==> config.mk <==
export PLATFORM = sky130hd
export DESIGN_NAME = reed_solomon_systematic_encoder
export DESIGN_NICKNAME = d
export VERILOG_FILES = /design/src/rtl/rse_pkg.sv /design/src/rtl/rse_gf_mul.sv /design/src/rtl/rse_lfsr.sv /design/src/rtl/reed_solomon_systematic_encoder.sv
export SDC_FILE = /design/constraint.sdc
export NUM_CORES = 1
export LEC_CHECK = 0
export BUFFER_PORTS_ARGS = -buffer_cell sky130_fd_sc_hd__buf_2
export CORE_MARGIN = 2
export CORE_UTILIZATION = 45
export CTS_CLUSTER_SIZE = 24
export DETAILED_ROUTE_END_ITERATION = 6
export SLEW_MARGIN = 20
export SYNTH_ARGS = -nofsm -noshare
export SYNTH_HDL_FRONTEND = slang
export SYNTH_SLANG_ARGS = --single-unit
==> constraint.sdc <==
create_clock -name i_clk -period 3.2 [get_ports i_clk]
set_input_delay 0.16 -clock i_clk [delete_from_list [all_inputs] [get_ports i_clk]]
set_output_delay 0.16 -clock i_clk [all_outputs]
set_load 0.02 [all_outputs]
==> src/rtl/rse_pkg.sv <==
`timescale 1ns / 1ps
// ----------------------------------------------------------------------------
// rse_pkg
// Shared constants, register codes and types of the Reed-Solomon encoder.
// ----------------------------------------------------------------------------
package rse_pkg;

    localparam int SYM_W         = 5;
    localparam int POLY_W        = SYM_W + 1;
    localparam int COEF_REG_W    = 40;
    localparam int COEFS_PER_REG = 8;
    localparam int COEF_COUNT    = 2 * COEFS_PER_REG;
    localparam int POS_W         = 5;
    localparam int COUNT_W       = 4;
    localparam int CODE_LEN      = 30;
    localparam int MSG_LEN       = 14;
    localparam int PARITY_COUNT  = 16;

    localparam int CFG_IDX_W = 2;
    localparam logic [CFG_IDX_W-1:0] CFG_FIELD_POLY = 2'd0;
    localparam logic [CFG_IDX_W-1:0] CFG_GEN_LOW    = 2'd1;
    localparam logic [CFG_IDX_W-1:0] CFG_GEN_HIGH   = 2'd2;

    localparam logic [POLY_W-1:0]     FIELD_POLY_RST = 6'd37;
    localparam logic [COEF_REG_W-1:0] GEN_LOW_RST    = 40'd704908874862;
    localparam logic [COEF_REG_W-1:0] GEN_HIGH_RST   = 40'd545508297497;

    typedef struct packed {
        logic step;   // absorb one message symbol
        logic shift;  // move parity down by one, top fills with zero
    } t_lfsr_ctl;

endpackage

==> src/rtl/rse_gf_mul.sv <==
`timescale 1ns / 1ps
// ----------------------------------------------------------------------------
// rse_gf_mul
// GF(2^m) multiplier, shift-and-add with reduction by the field polynomial.
// ----------------------------------------------------------------------------
module rse_gf_mul (
    input  logic [rse_pkg::SYM_W-1:0]  i_a,
    input  logic [rse_pkg::SYM_W-1:0]  i_b,
    input  logic [rse_pkg::POLY_W-1:0] i_poly,
    output logic [rse_pkg::SYM_W-1:0]  o_p
);

    always_comb begin
        logic [rse_pkg::SYM_W-1:0] acc;
        logic [rse_pkg::SYM_W-1:0] a;
        logic [rse_pkg::SYM_W:0]   t;
        acc = '0;
        a   = i_a;
        for (int i = 0; i < rse_pkg::SYM_W; i++) begin
            if (i_b[i]) begin
                acc = acc ^ a;
            end
            t = {a, 1'b0};
            if (t[rse_pkg::SYM_W]) begin
                t = t ^ i_poly;
            end
            a = t[rse_pkg::SYM_W-1:0];
        end
        o_p = acc;
    end

endmodule

==> src/rtl/rse_lfsr.sv <==
`timescale 1ns / 1ps
// ----------------------------------------------------------------------------
// rse_lfsr
// Division LFSR holding the parity symbols; also shifts them out after a block.
// ----------------------------------------------------------------------------
module rse_lfsr #(
    parameter int PARITY_COUNT = rse_pkg::PARITY_COUNT
) (
    input  logic                           i_clk,
    input  logic                           i_rst_n,
    input  rse_pkg::t_lfsr_ctl             i_ctl,
    input  logic [rse_pkg::SYM_W-1:0]      i_symbol,
    input  logic [rse_pkg::POLY_W-1:0]     i_field_poly,
    input  logic [rse_pkg::COEF_REG_W-1:0] i_gen_low,
    input  logic [rse_pkg::COEF_REG_W-1:0] i_gen_high,
    output logic [rse_pkg::SYM_W-1:0]      o_parity_low
);

    logic [rse_pkg::SYM_W-1:0] r_par [PARITY_COUNT];
    logic [rse_pkg::SYM_W-1:0] n_par [PARITY_COUNT];
    logic [rse_pkg::SYM_W-1:0] coef  [PARITY_COUNT];
    logic [rse_pkg::SYM_W-1:0] prod  [PARITY_COUNT];
    logic [rse_pkg::SYM_W-1:0] fb;

    assign fb = i_symbol ^ r_par[PARITY_COUNT-1];

    for (genvar k = 0; k < PARITY_COUNT; k++) begin : g_tap
        localparam int SLOT = k % rse_pkg::COEFS_PER_REG;
        if (k < rse_pkg::COEFS_PER_REG) begin : g_low
            assign coef[k] = i_gen_low[SLOT*rse_pkg::SYM_W +: rse_pkg::SYM_W];
        end else if (k < rse_pkg::COEF_COUNT) begin : g_high
            assign coef[k] = i_gen_high[SLOT*rse_pkg::SYM_W +: rse_pkg::SYM_W];
        end else begin : g_none
            assign coef[k] = '0;
        end

        rse_gf_mul u_mul (
            .i_a    (coef[k]),
            .i_b    (fb),
            .i_poly (i_field_poly),
            .o_p    (prod[k])
        );
    end

    always_comb begin
        for (int k = 0; k < PARITY_COUNT; k++) begin
            n_par[k] = r_par[k];
            if (i_ctl.step) begin
                n_par[k] = (k == 0) ? prod[k] : (r_par[(k == 0) ? 0 : k-1] ^ prod[k]);
            end else if (i_ctl.shift) begin
                n_par[k] = (k == PARITY_COUNT-1) ? '0
                         : r_par[(k == PARITY_COUNT-1) ? k : k+1];
            end
        end
    end

    always_ff @(posedge i_clk) begin
        if (!i_rst_n) begin
            for (int k = 0; k < PARITY_COUNT; k++) begin
                r_par[k] <= '0;
            end
        end else begin
            for (int k = 0; k < PARITY_COUNT; k++) begin
                r_par[k] <= n_par[k];
            end
        end
    end

    assign o_parity_low = r_par[0];

endmodule

==> src/rtl/reed_solomon_systematic_encoder.sv <==
`timescale 1ns / 1ps
// ----------------------------------------------------------------------------
// reed_solomon_systematic_encoder
// Systematic RS encoder over GF(2^5): echoes message symbols, then parity.
// ----------------------------------------------------------------------------
// Usage:
//   Slave stream carries message symbols, highest degree first; tlast marks
//   the final symbol of a block. Master stream carries the codeword: each
//   message symbol echoed with its position, tuser = 0, then PARITY_COUNT
//   parity symbols at positions 0..PARITY_COUNT-1 with tuser = 1, the last
//   one with tlast = 1.
//   A symbol appears on the master side in the cycle after its transaction.
//   Throughput: one message symbol per cycle unless back-pressure or parity
//   output holds the slave side; all parity taps update in the same cycle
//   through one GF multiplier each. After a tlast transaction the slave side
//   is held off while parity shifts out, one symbol per master transaction.
//   A single output register separates the sides; slave tready follows
//   master tready when that register is full, so a stall holds both.
//   Configuration writes (field polynomial, generator coefficients) through
//   the write port must be made while idle; the block does not enforce this.
//   Reset clears the parity register, the symbol counter and the output
//   register, and loads the default field polynomial and generator.
// ----------------------------------------------------------------------------
module reed_solomon_systematic_encoder #(
    parameter int PARITY_COUNT = rse_pkg::PARITY_COUNT
) (
    input  logic                              i_clk,
    input  logic                              i_rst_n,
    // configuration
    input  logic                              i_cfg_we,
    input  logic [rse_pkg::CFG_IDX_W-1:0]     i_cfg_index,
    input  logic [rse_pkg::COEF_REG_W-1:0]    i_cfg_data,
    // slave stream
    input  logic                              i_s_tvalid,
    output logic                              o_s_tready,
    input  logic [7:0]                        i_s_tdata,   // [4:0] msg_symbol
    input  logic                              i_s_tlast,   // msg_last
    // master stream
    output logic                              o_m_tvalid,
    input  logic                              i_m_tready,
    output logic [15:0]                       o_m_tdata,   // [4:0] code_symbol,
                                                           // [9:5] code_position
    output logic                              o_m_tuser,   // is_parity
    output logic                              o_m_tlast    // block_end
);

    localparam int CNT_W = $clog2(PARITY_COUNT);
    localparam logic [CNT_W-1:0] CNT_LAST = CNT_W'(PARITY_COUNT - 1);
    localparam logic [rse_pkg::COUNT_W-1:0] COUNT_MAX = rse_pkg::COUNT_W'(rse_pkg::MSG_LEN - 1);
    localparam logic [rse_pkg::POS_W-1:0] POS_TOP = rse_pkg::POS_W'(rse_pkg::CODE_LEN - 1);

    logic [rse_pkg::POLY_W-1:0]     r_field_poly;
    logic [rse_pkg::COEF_REG_W-1:0] r_gen_low;
    logic [rse_pkg::COEF_REG_W-1:0] r_gen_high;

    logic                         r_flush;
    logic [CNT_W-1:0]             r_flush_cnt;
    logic [rse_pkg::COUNT_W-1:0]  r_count;

    logic                         r_m_valid;
    logic [rse_pkg::SYM_W-1:0]    r_m_sym;
    logic [rse_pkg::POS_W-1:0]    r_m_pos;
    logic                         r_m_par;
    logic                         r_m_end;

    logic                         load_en;
    logic                         s_accept;
    logic                         flush_load;
    logic [rse_pkg::SYM_W-1:0]    msg_sym;
    logic [rse_pkg::SYM_W-1:0]    parity_low;
    rse_pkg::t_lfsr_ctl           lfsr_ctl;

    // configuration registers
    always_ff @(posedge i_clk) begin
        if (!i_rst_n) begin
            r_field_poly <= rse_pkg::FIELD_POLY_RST;
            r_gen_low    <= rse_pkg::GEN_LOW_RST;
            r_gen_high   <= rse_pkg::GEN_HIGH_RST;
        end else if (i_cfg_we) begin
            unique case (i_cfg_index)
                rse_pkg::CFG_FIELD_POLY: r_field_poly <= i_cfg_data[rse_pkg::POLY_W-1:0];
                rse_pkg::CFG_GEN_LOW:    r_gen_low    <= i_cfg_data;
                rse_pkg::CFG_GEN_HIGH:   r_gen_high   <= i_cfg_data;
                default: ;
            endcase
        end
    end

    assign msg_sym    = i_s_tdata[rse_pkg::SYM_W-1:0];
    assign load_en    = !r_m_valid || i_m_tready;
    assign o_s_tready = !r_flush && load_en;
    assign s_accept   = i_s_tvalid && o_s_tready;
    assign flush_load = r_flush && load_en;

    assign lfsr_ctl.step  = s_accept;
    assign lfsr_ctl.shift = flush_load;

    rse_lfsr #(
        .PARITY_COUNT (PARITY_COUNT)
    ) u_lfsr (
        .i_clk        (i_clk),
        .i_rst_n      (i_rst_n),
        .i_ctl        (lfsr_ctl),
        .i_symbol     (msg_sym),
        .i_field_poly (r_field_poly),
        .i_gen_low    (r_gen_low),
        .i_gen_high   (r_gen_high),
        .o_parity_low (parity_low)
    );

    // block control
    always_ff @(posedge i_clk) begin
        if (!i_rst_n) begin
            r_flush     <= 1'b0;
            r_flush_cnt <= '0;
            r_count     <= '0;
        end else if (s_accept) begin
            if (i_s_tlast) begin
                r_flush     <= 1'b1;
                r_flush_cnt <= '0;
                r_count     <= '0;
            end else if (r_count < COUNT_MAX) begin
                r_count <= r_count + 1'b1;
            end
        end else if (flush_load) begin
            r_flush_cnt <= r_flush_cnt + 1'b1;
            if (r_flush_cnt == CNT_LAST) begin
                r_flush <= 1'b0;
            end
        end
    end

    // output register
    always_ff @(posedge i_clk) begin
        if (!i_rst_n) begin
            r_m_valid <= 1'b0;
        end else if (load_en) begin
            r_m_valid <= s_accept || flush_load;
        end
    end

    always_ff @(posedge i_clk) begin
        if (s_accept) begin
            r_m_sym <= msg_sym;
            r_m_pos <= POS_TOP - rse_pkg::POS_W'(r_count);
            r_m_par <= 1'b0;
            r_m_end <= 1'b0;
        end else if (flush_load) begin
            r_m_sym <= parity_low;
            r_m_pos <= rse_pkg::POS_W'(r_flush_cnt);
            r_m_par <= 1'b1;
            r_m_end <= (r_flush_cnt == CNT_LAST);
        end
    end

    assign o_m_tvalid = r_m_valid;
    assign o_m_tdata  = {6'd0, r_m_pos, r_m_sym};
    assign o_m_tuser  = r_m_par;
    assign o_m_tlast  = r_m_end;

    a_no_accept_in_flush: assert property (@(posedge i_clk) disable iff (!i_rst_n)
        r_flush |-> !o_s_tready)
        else $error("input taken while parity shifts out");

    a_last_starts_flush: assert property (@(posedge i_clk) disable iff (!i_rst_n)
        (s_accept && i_s_tlast) |=> (r_flush && o_m_tvalid && !o_m_tuser))
        else $error("final symbol did not start parity output");

    a_end_is_parity: assert property (@(posedge i_clk) disable iff (!i_rst_n)
        (o_m_tvalid && o_m_tlast) |-> (o_m_tuser && r_m_pos == rse_pkg::POS_W'(PARITY_COUNT - 1)))
        else $error("block end not on the last parity symbol");

    a_stall_holds: assert property (@(posedge i_clk) disable iff (!i_rst_n)
        (o_m_tvalid && !i_m_tready) |=> (o_m_tvalid && $stable(o_m_tdata) && $stable(o_m_tuser)))
        else $error("stalled result changed");

endmodule

# == After elaboration in Yosys (flattened, before gate mapping) ==
# Memories as Yosys holds them, arrays and structs flattened.
# Index checks and enable logic that the tools add are counted.
# totals
ff_bits,107
mem_bits_rw,80
in_bits,56
output_inout_bits,20
wordCells,404
n_memories,1
# memory_table
name,words,width,rd,rd_clocked_by_memory_dff,wr,line_no,rtl
u_lfsr.r_par,16,5,16,0,16,rse_lfsr.sv:19,logic [rse_pkg::SYM_W-1:0] r_par [PARITY_COUNT];
# op_classes
addsub,3
n_lt_le_gt_ge,1
eq_ne,4
muxes,207
bitwise,160
n_reduce_logical,17
# op_table
operator,n
5-bit 2-to-1 mux,196
5-bit XOR,144
4-bit 2-to-1 mux,5
1-bit OR,16
2-bit AND reduction,5
4-bit by 1-bit adder with 4-bit output (second input constant),2
1-bit 2-to-1 mux,6
2-bit nonzero test,3
5-bit by 4-bit subtractor with 5-bit output (first input constant),1
4-bit equality test (second input constant),1
4-bit less-than comparator (second input constant),1
1-bit logical AND,3
3-bit AND reduction,1
2-bit by 1-bit equality test with 1-bit output (second input constant),1
2-bit equality test (second input constant),1
1-bit logical NOT,2
2-bit logical NOT,1
1-bit logical OR,2
2-bit inequality test (second input constant),1

# == Depth between registers and ports, before layout ==
# An unclocked memory read counts as a cell.
# logic_depth
depth_word,14
depth_mapped,16
depth_no_buf,9

# == Hierarchy ==
# Synthesis repeated with hierarchy kept, for this count alone.
# hier_totals
cells_unflattened,3136
area_unflattened_um2,22808.1
# modules_own_cells
module,instances,cells_each,area_per_inst_um2,seq_area_each_um2
rse_gf_mul,16,143,920.9,0.0
reed_solomon_systematic_encoder,1,484,4202.8,2262.2
rse_lfsr,1,364,3871.2,1601.5

# == Least setup slack after synthesis ==
# OpenSTA, ideal clock, no wires.
# synth_timing
path_kind,register -> register
start,register r_field_poly[4] (netlist name)
end,memory u_lfsr.r_par[11][2] (netlist name)
setup_ps,132
arrival_ps,2586
t_required_ps,3068
slack_ps,482
stages_incl_launch_ff,13
path_buffers,3
period_less_slack_ps,2718
cell_sequence,dfxtp_1 > buf_6 > buf_4 > mux2_2 > a221oi_2 > xnor2_1 > clkbuf_1 > nand2_1 > xnor2_1 > nand2_1 > xnor3_1 > xnor2_1 > a21oi_1
# synth_rtl
item,line_no,rtl
start: declaration,reed_solomon_systematic_encoder.sv:52,logic [rse_pkg::POLY_W-1:0] r_field_poly;
start signal: assignment,reed_solomon_systematic_encoder.sv:76,r_field_poly <= rse_pkg::FIELD_POLY_RST;
start signal: assignment,reed_solomon_systematic_encoder.sv:81,rse_pkg::CFG_FIELD_POLY: r_field_poly <= i_cfg_data[rse_pkg::POLY_W-1:0];
end: declaration,rse_lfsr.sv:19,

==> impl_summary.log <==
INFO  metric worstMarginPinSlew = 0.917 ns
INFO  metric worst-endpoint-arrival = 3.43 ns
INFO  metric clkTransAtPathRegs = 0.08 ns
INFO  metric crit_path_max_incr_delay = 0.55 ns
INFO  metric insertion_delay = 0.51 ns
INFO  metric vias_per_cell = 5.91
INFO  metric min-delay-path-class = in -> reg
INFO  metric grt_pass1_vias = 19300
INFO  metric synth_cell_types = 84
INFO  metric antenna_found_initial = 0
INFO  metric finalHoldViolations = 0
INFO  metric instances_no_fill = 3534
INFO  metric slew_headroom = 38.9%
INFO  metric layout_worst_path_cycle_share = 94.3%
INFO  metric synth_edf_count = 10
INFO  metric final_core_utilization = 51.4%
INFO  metric final_cell_area = 22700 um^2
INFO  metric pin_count_of_the_biggest_net_entering_global_routing = 81
INFO  metric wl_per_cell = 22.0 um
INFO  metric design_power_total = 17.0 mW
INFO  metric floorplan.initialDensity = 45.4%
INFO  metric overall_die_area = 46200 um^2
INFO  metric syn-cell-area = 20000 um^2
INFO  metric postSynthRegisterBits = 187
INFO  metric sort_of_element_at_the_start_of_the_critical_path = register
INFO  metric route.vias.total = 20900
INFO  metric detailedRoute.firstPassIterationCount = 7
INFO  metric ioPinCount = 76
INFO  metric status = finished, violations left
INFO  metric global_route.overflow_total = 0
INFO  metric path_cells = buf_12 > or3b_2 > a21oi_1 > or4_4 > and2_0 > o2bb2ai_1 > or4_1 > nand2_1 > xnor2_1 > a221oi_1
INFO  metric critPathCaptureType = register
INFO  metric layout_common_cells = nand2_1 (771), xnor2_1 (449), nor2_1 (183), a21oi_1 (178), dfxtp_1 (172)
INFO  metric synth_cells = 2882
INFO  metric failed_checks = DRC
INFO  metric synth_async_sr_flop_share = 0%
INFO  metric cts_tree = yes
INFO  metric fin_tns_setup = 0 ns
INFO  metric cts_sinks = 187
INFO  metric cts-buffers-inserted = 17
INFO  metric mostFrequentLayoutCell = nand2_1
INFO  metric die_width = 215 um
INFO  metric drv_cap = 0
INFO  metric port_buf_inserts = 66
INFO  metric grt_first_pass_wirelength = 117000 um
INFO  metric floorplan.rows = 77
INFO  metric area_growth = 13.2%
INFO  metric synth.yosys.seq_area_share = 19.2%
INFO  metric cp.buffers_inverters = 1
INFO  metric detail_route.drc_violations = 3
INFO  metric leakage = 8.86 nW
INFO  metric worst_path_max_delay_cell = or4_4
INFO  metric path_class = reg -> reg
INFO  metric clock-root-buffer = clkbuf_16
INFO  metric critPathMaxFanout = 21
INFO  metric synth_top_area_share = 20.0%
INFO  metric final_period_minus_worst_setup_slack = 3.02 ns
INFO  metric power_density = 752 nW/um^2
INFO  metric coreArea = 44000 um^2
INFO  metric wirelength = 77800 um
INFO  metric post-synth-top-area-cell = xnor2_1
INFO  metric final_nets = 2989
INFO  metric final_gp_congestion = 0.969
INFO  metric synth_area_leaders = xnor2_1 (20%), dfxtp_1 (18%), nand2_1 (15%), xor2_1 (6.1%), a21oi_1 (4.5%)
INFO  metric drt_iter0_markers = 2246
INFO  metric max-clock-path-buffers = 2
INFO  metric syn_avg_cell_area = 6.94 um^2
INFO  metric synth_ff_type = dfxtp_1
INFO  metric die_y = 215 um
INFO  metric unrepaired_setup_endpoints_after_global_routing = false
INFO  metric final.fill_count = 4416
INFO  metric finalSetupViolations = 0
INFO  metric layout-drive-gt1-share = 11.8%
INFO  metric grt_use_total = 33.3%
INFO  metric ant_nets = 0
INFO  metric peakVddDrop = 0.510 mV
INFO  metric achievable-frequency = 0.331 GHz
INFO  metric worstPathRequired = 3.61 ns
INFO  metric timing.clock.skew = 0.0191 ns
INFO  metric cts-htree-levels = 4
INFO  metric dpl.hpwl = 56100 um
INFO  metric maxSlewViolCount = 0
INFO  metric yosys_warnings = 0
INFO  metric placed_cells = 3450
INFO  metric timing.critical_path.max_delay_family = simple AND/OR/NAND/NOR gates
INFO  metric dpl_cell_area = 21500 um^2
==> synth_stat cells (9+ instances only) <==
cell type / n
nand3_1: 100
and3_1: 23
nand3b_1: 9
xor2_1: 139
nor2b_1: 23
a21oi_1: 178
buf_6: 11
and2_1: 16
o211ai_1: 11
a22oi_1: 38
o22ai_1: 28
xnor3_1: 13
clkbuf_1: 155
a221oi_1: 15
or3b_2: 9
xnor2_1: 456
edfxtp_1: 10
o21a_1: 24
mux2i_1: 45
o2bb2ai_1: 11
a211oi_1: 26
nand2b_1: 23
dfxtp_1: 177
nor3_1: 12
buf_2: 33
o21ai_0: 76
mux2_2: 14
nand2_1: 773
nor2_1: 186
nand4_1: 9
buf_4: 14
a32o_1: 10
a31oi_1: 17
buf_1: 38
and3b_1: 10
==> routing by layer <==
layer / global-route usage [%] / vias to the layer above / wire, um
met3: 7.09 / 186 / 7810
met5: 0 / - / 0
li1: - / 9702 / -
met1: 44.7 / 9947 / 32600
met2: 51.2 / 1053 / 34100
met4: 15.0 / 0 / 3300
==> cell families after synthesis <==
kind of cell | Yosys count | share of synthesized area (%)
flops | 187 | 19.2
mux | 59 | 3.04
other cells | 1 | 0.0187
compound gates | 517 | 16.9
simple gates | 1236 | 26.6
xor+xnor | 614 | 28.1
fa+ha+maj | 5 | 0.313
buf+inv | 263 | 5.83
==> timing repair <==
| item | 4_1_cts | 5_1_grt |
|---|---|---|
| hold endpoints to repair | 82 | 0 |
| hold buffers | 43 | 0 |
| buffers inserted | 0 | 8 |
| resized for setup | 0 | 7 |
| endpoints found under the setup margin | 0 | 12 |
==> layout make-up <==
class | count | area, um^2 | area share [%]
diodes | 1 | 2.50 | 0.0110
clock buffers | 19 | 454 | 2.01
clock inverters | 13 | 145 | 0.641
inverters | 10 | 38.8 | 0.171
multi-input cells | 2437 | 15200 | 67.1
flip-flops and latches | 187 | 3860 | 17.0
well taps | 592 | 741 | 3.27
repair buffers | 275 | 2210 | 9.74
==> worst paths after layout <==
check                        from  slack [ns]  cells after the start                 end
hold reg to reg         o_m_tlast        0.45                      2           o_m_tlast
setup / recovery  r_field_poly[2]        0.18                     10  u_lfsr.r_par[4][4]
hold / removal     i_cfg_index[0]        0.06                      3     r_field_poly[2]
setup reg to reg  r_field_poly[2]        0.18                     10  u_lfsr.r_par[4][4]
==> tightest hold or removal path: stages <==
cell and delay (ns):
buf_2 0.12, nor3b_2 0.10, o211ai_1 0.15
==> per-stage QoR <==
| step | hold WS, ns | setup slack (ns) |
|---|---|---|
| floorplan | 0.284 | 0.482 |
| global placement | 0.385 | 0.172 |
| detailed placement | 0.392 | 0.101 |
| CTS | 0.0352 | 0.0792 |
| global route | 0.0656 | 0.0133 |
| finish | 0.0566 | 0.182 |
==> power breakdown <==
part	internal, mW	switching, mW	total (mW)
sequential	2.80	0.746	3.54
clock	1.08	1.19	2.27
combinational	5.20	6.01	11.2
total	9.08	7.95	17.0
==> flip-flops by register name, indices dropped and copies added (netlist names) <==
register,cells
o_m_tlast,1
o_m_tuser,1
o_m_tvalid,1
r_count,4
r_field_poly,5
r_flush,1
r_flush_cnt,4
r_gen_high,40
r_gen_low,40
r_m_pos,5
r_m_sym,5
u_lfsr.r_par,80
(Power assumes the default switching activity.)
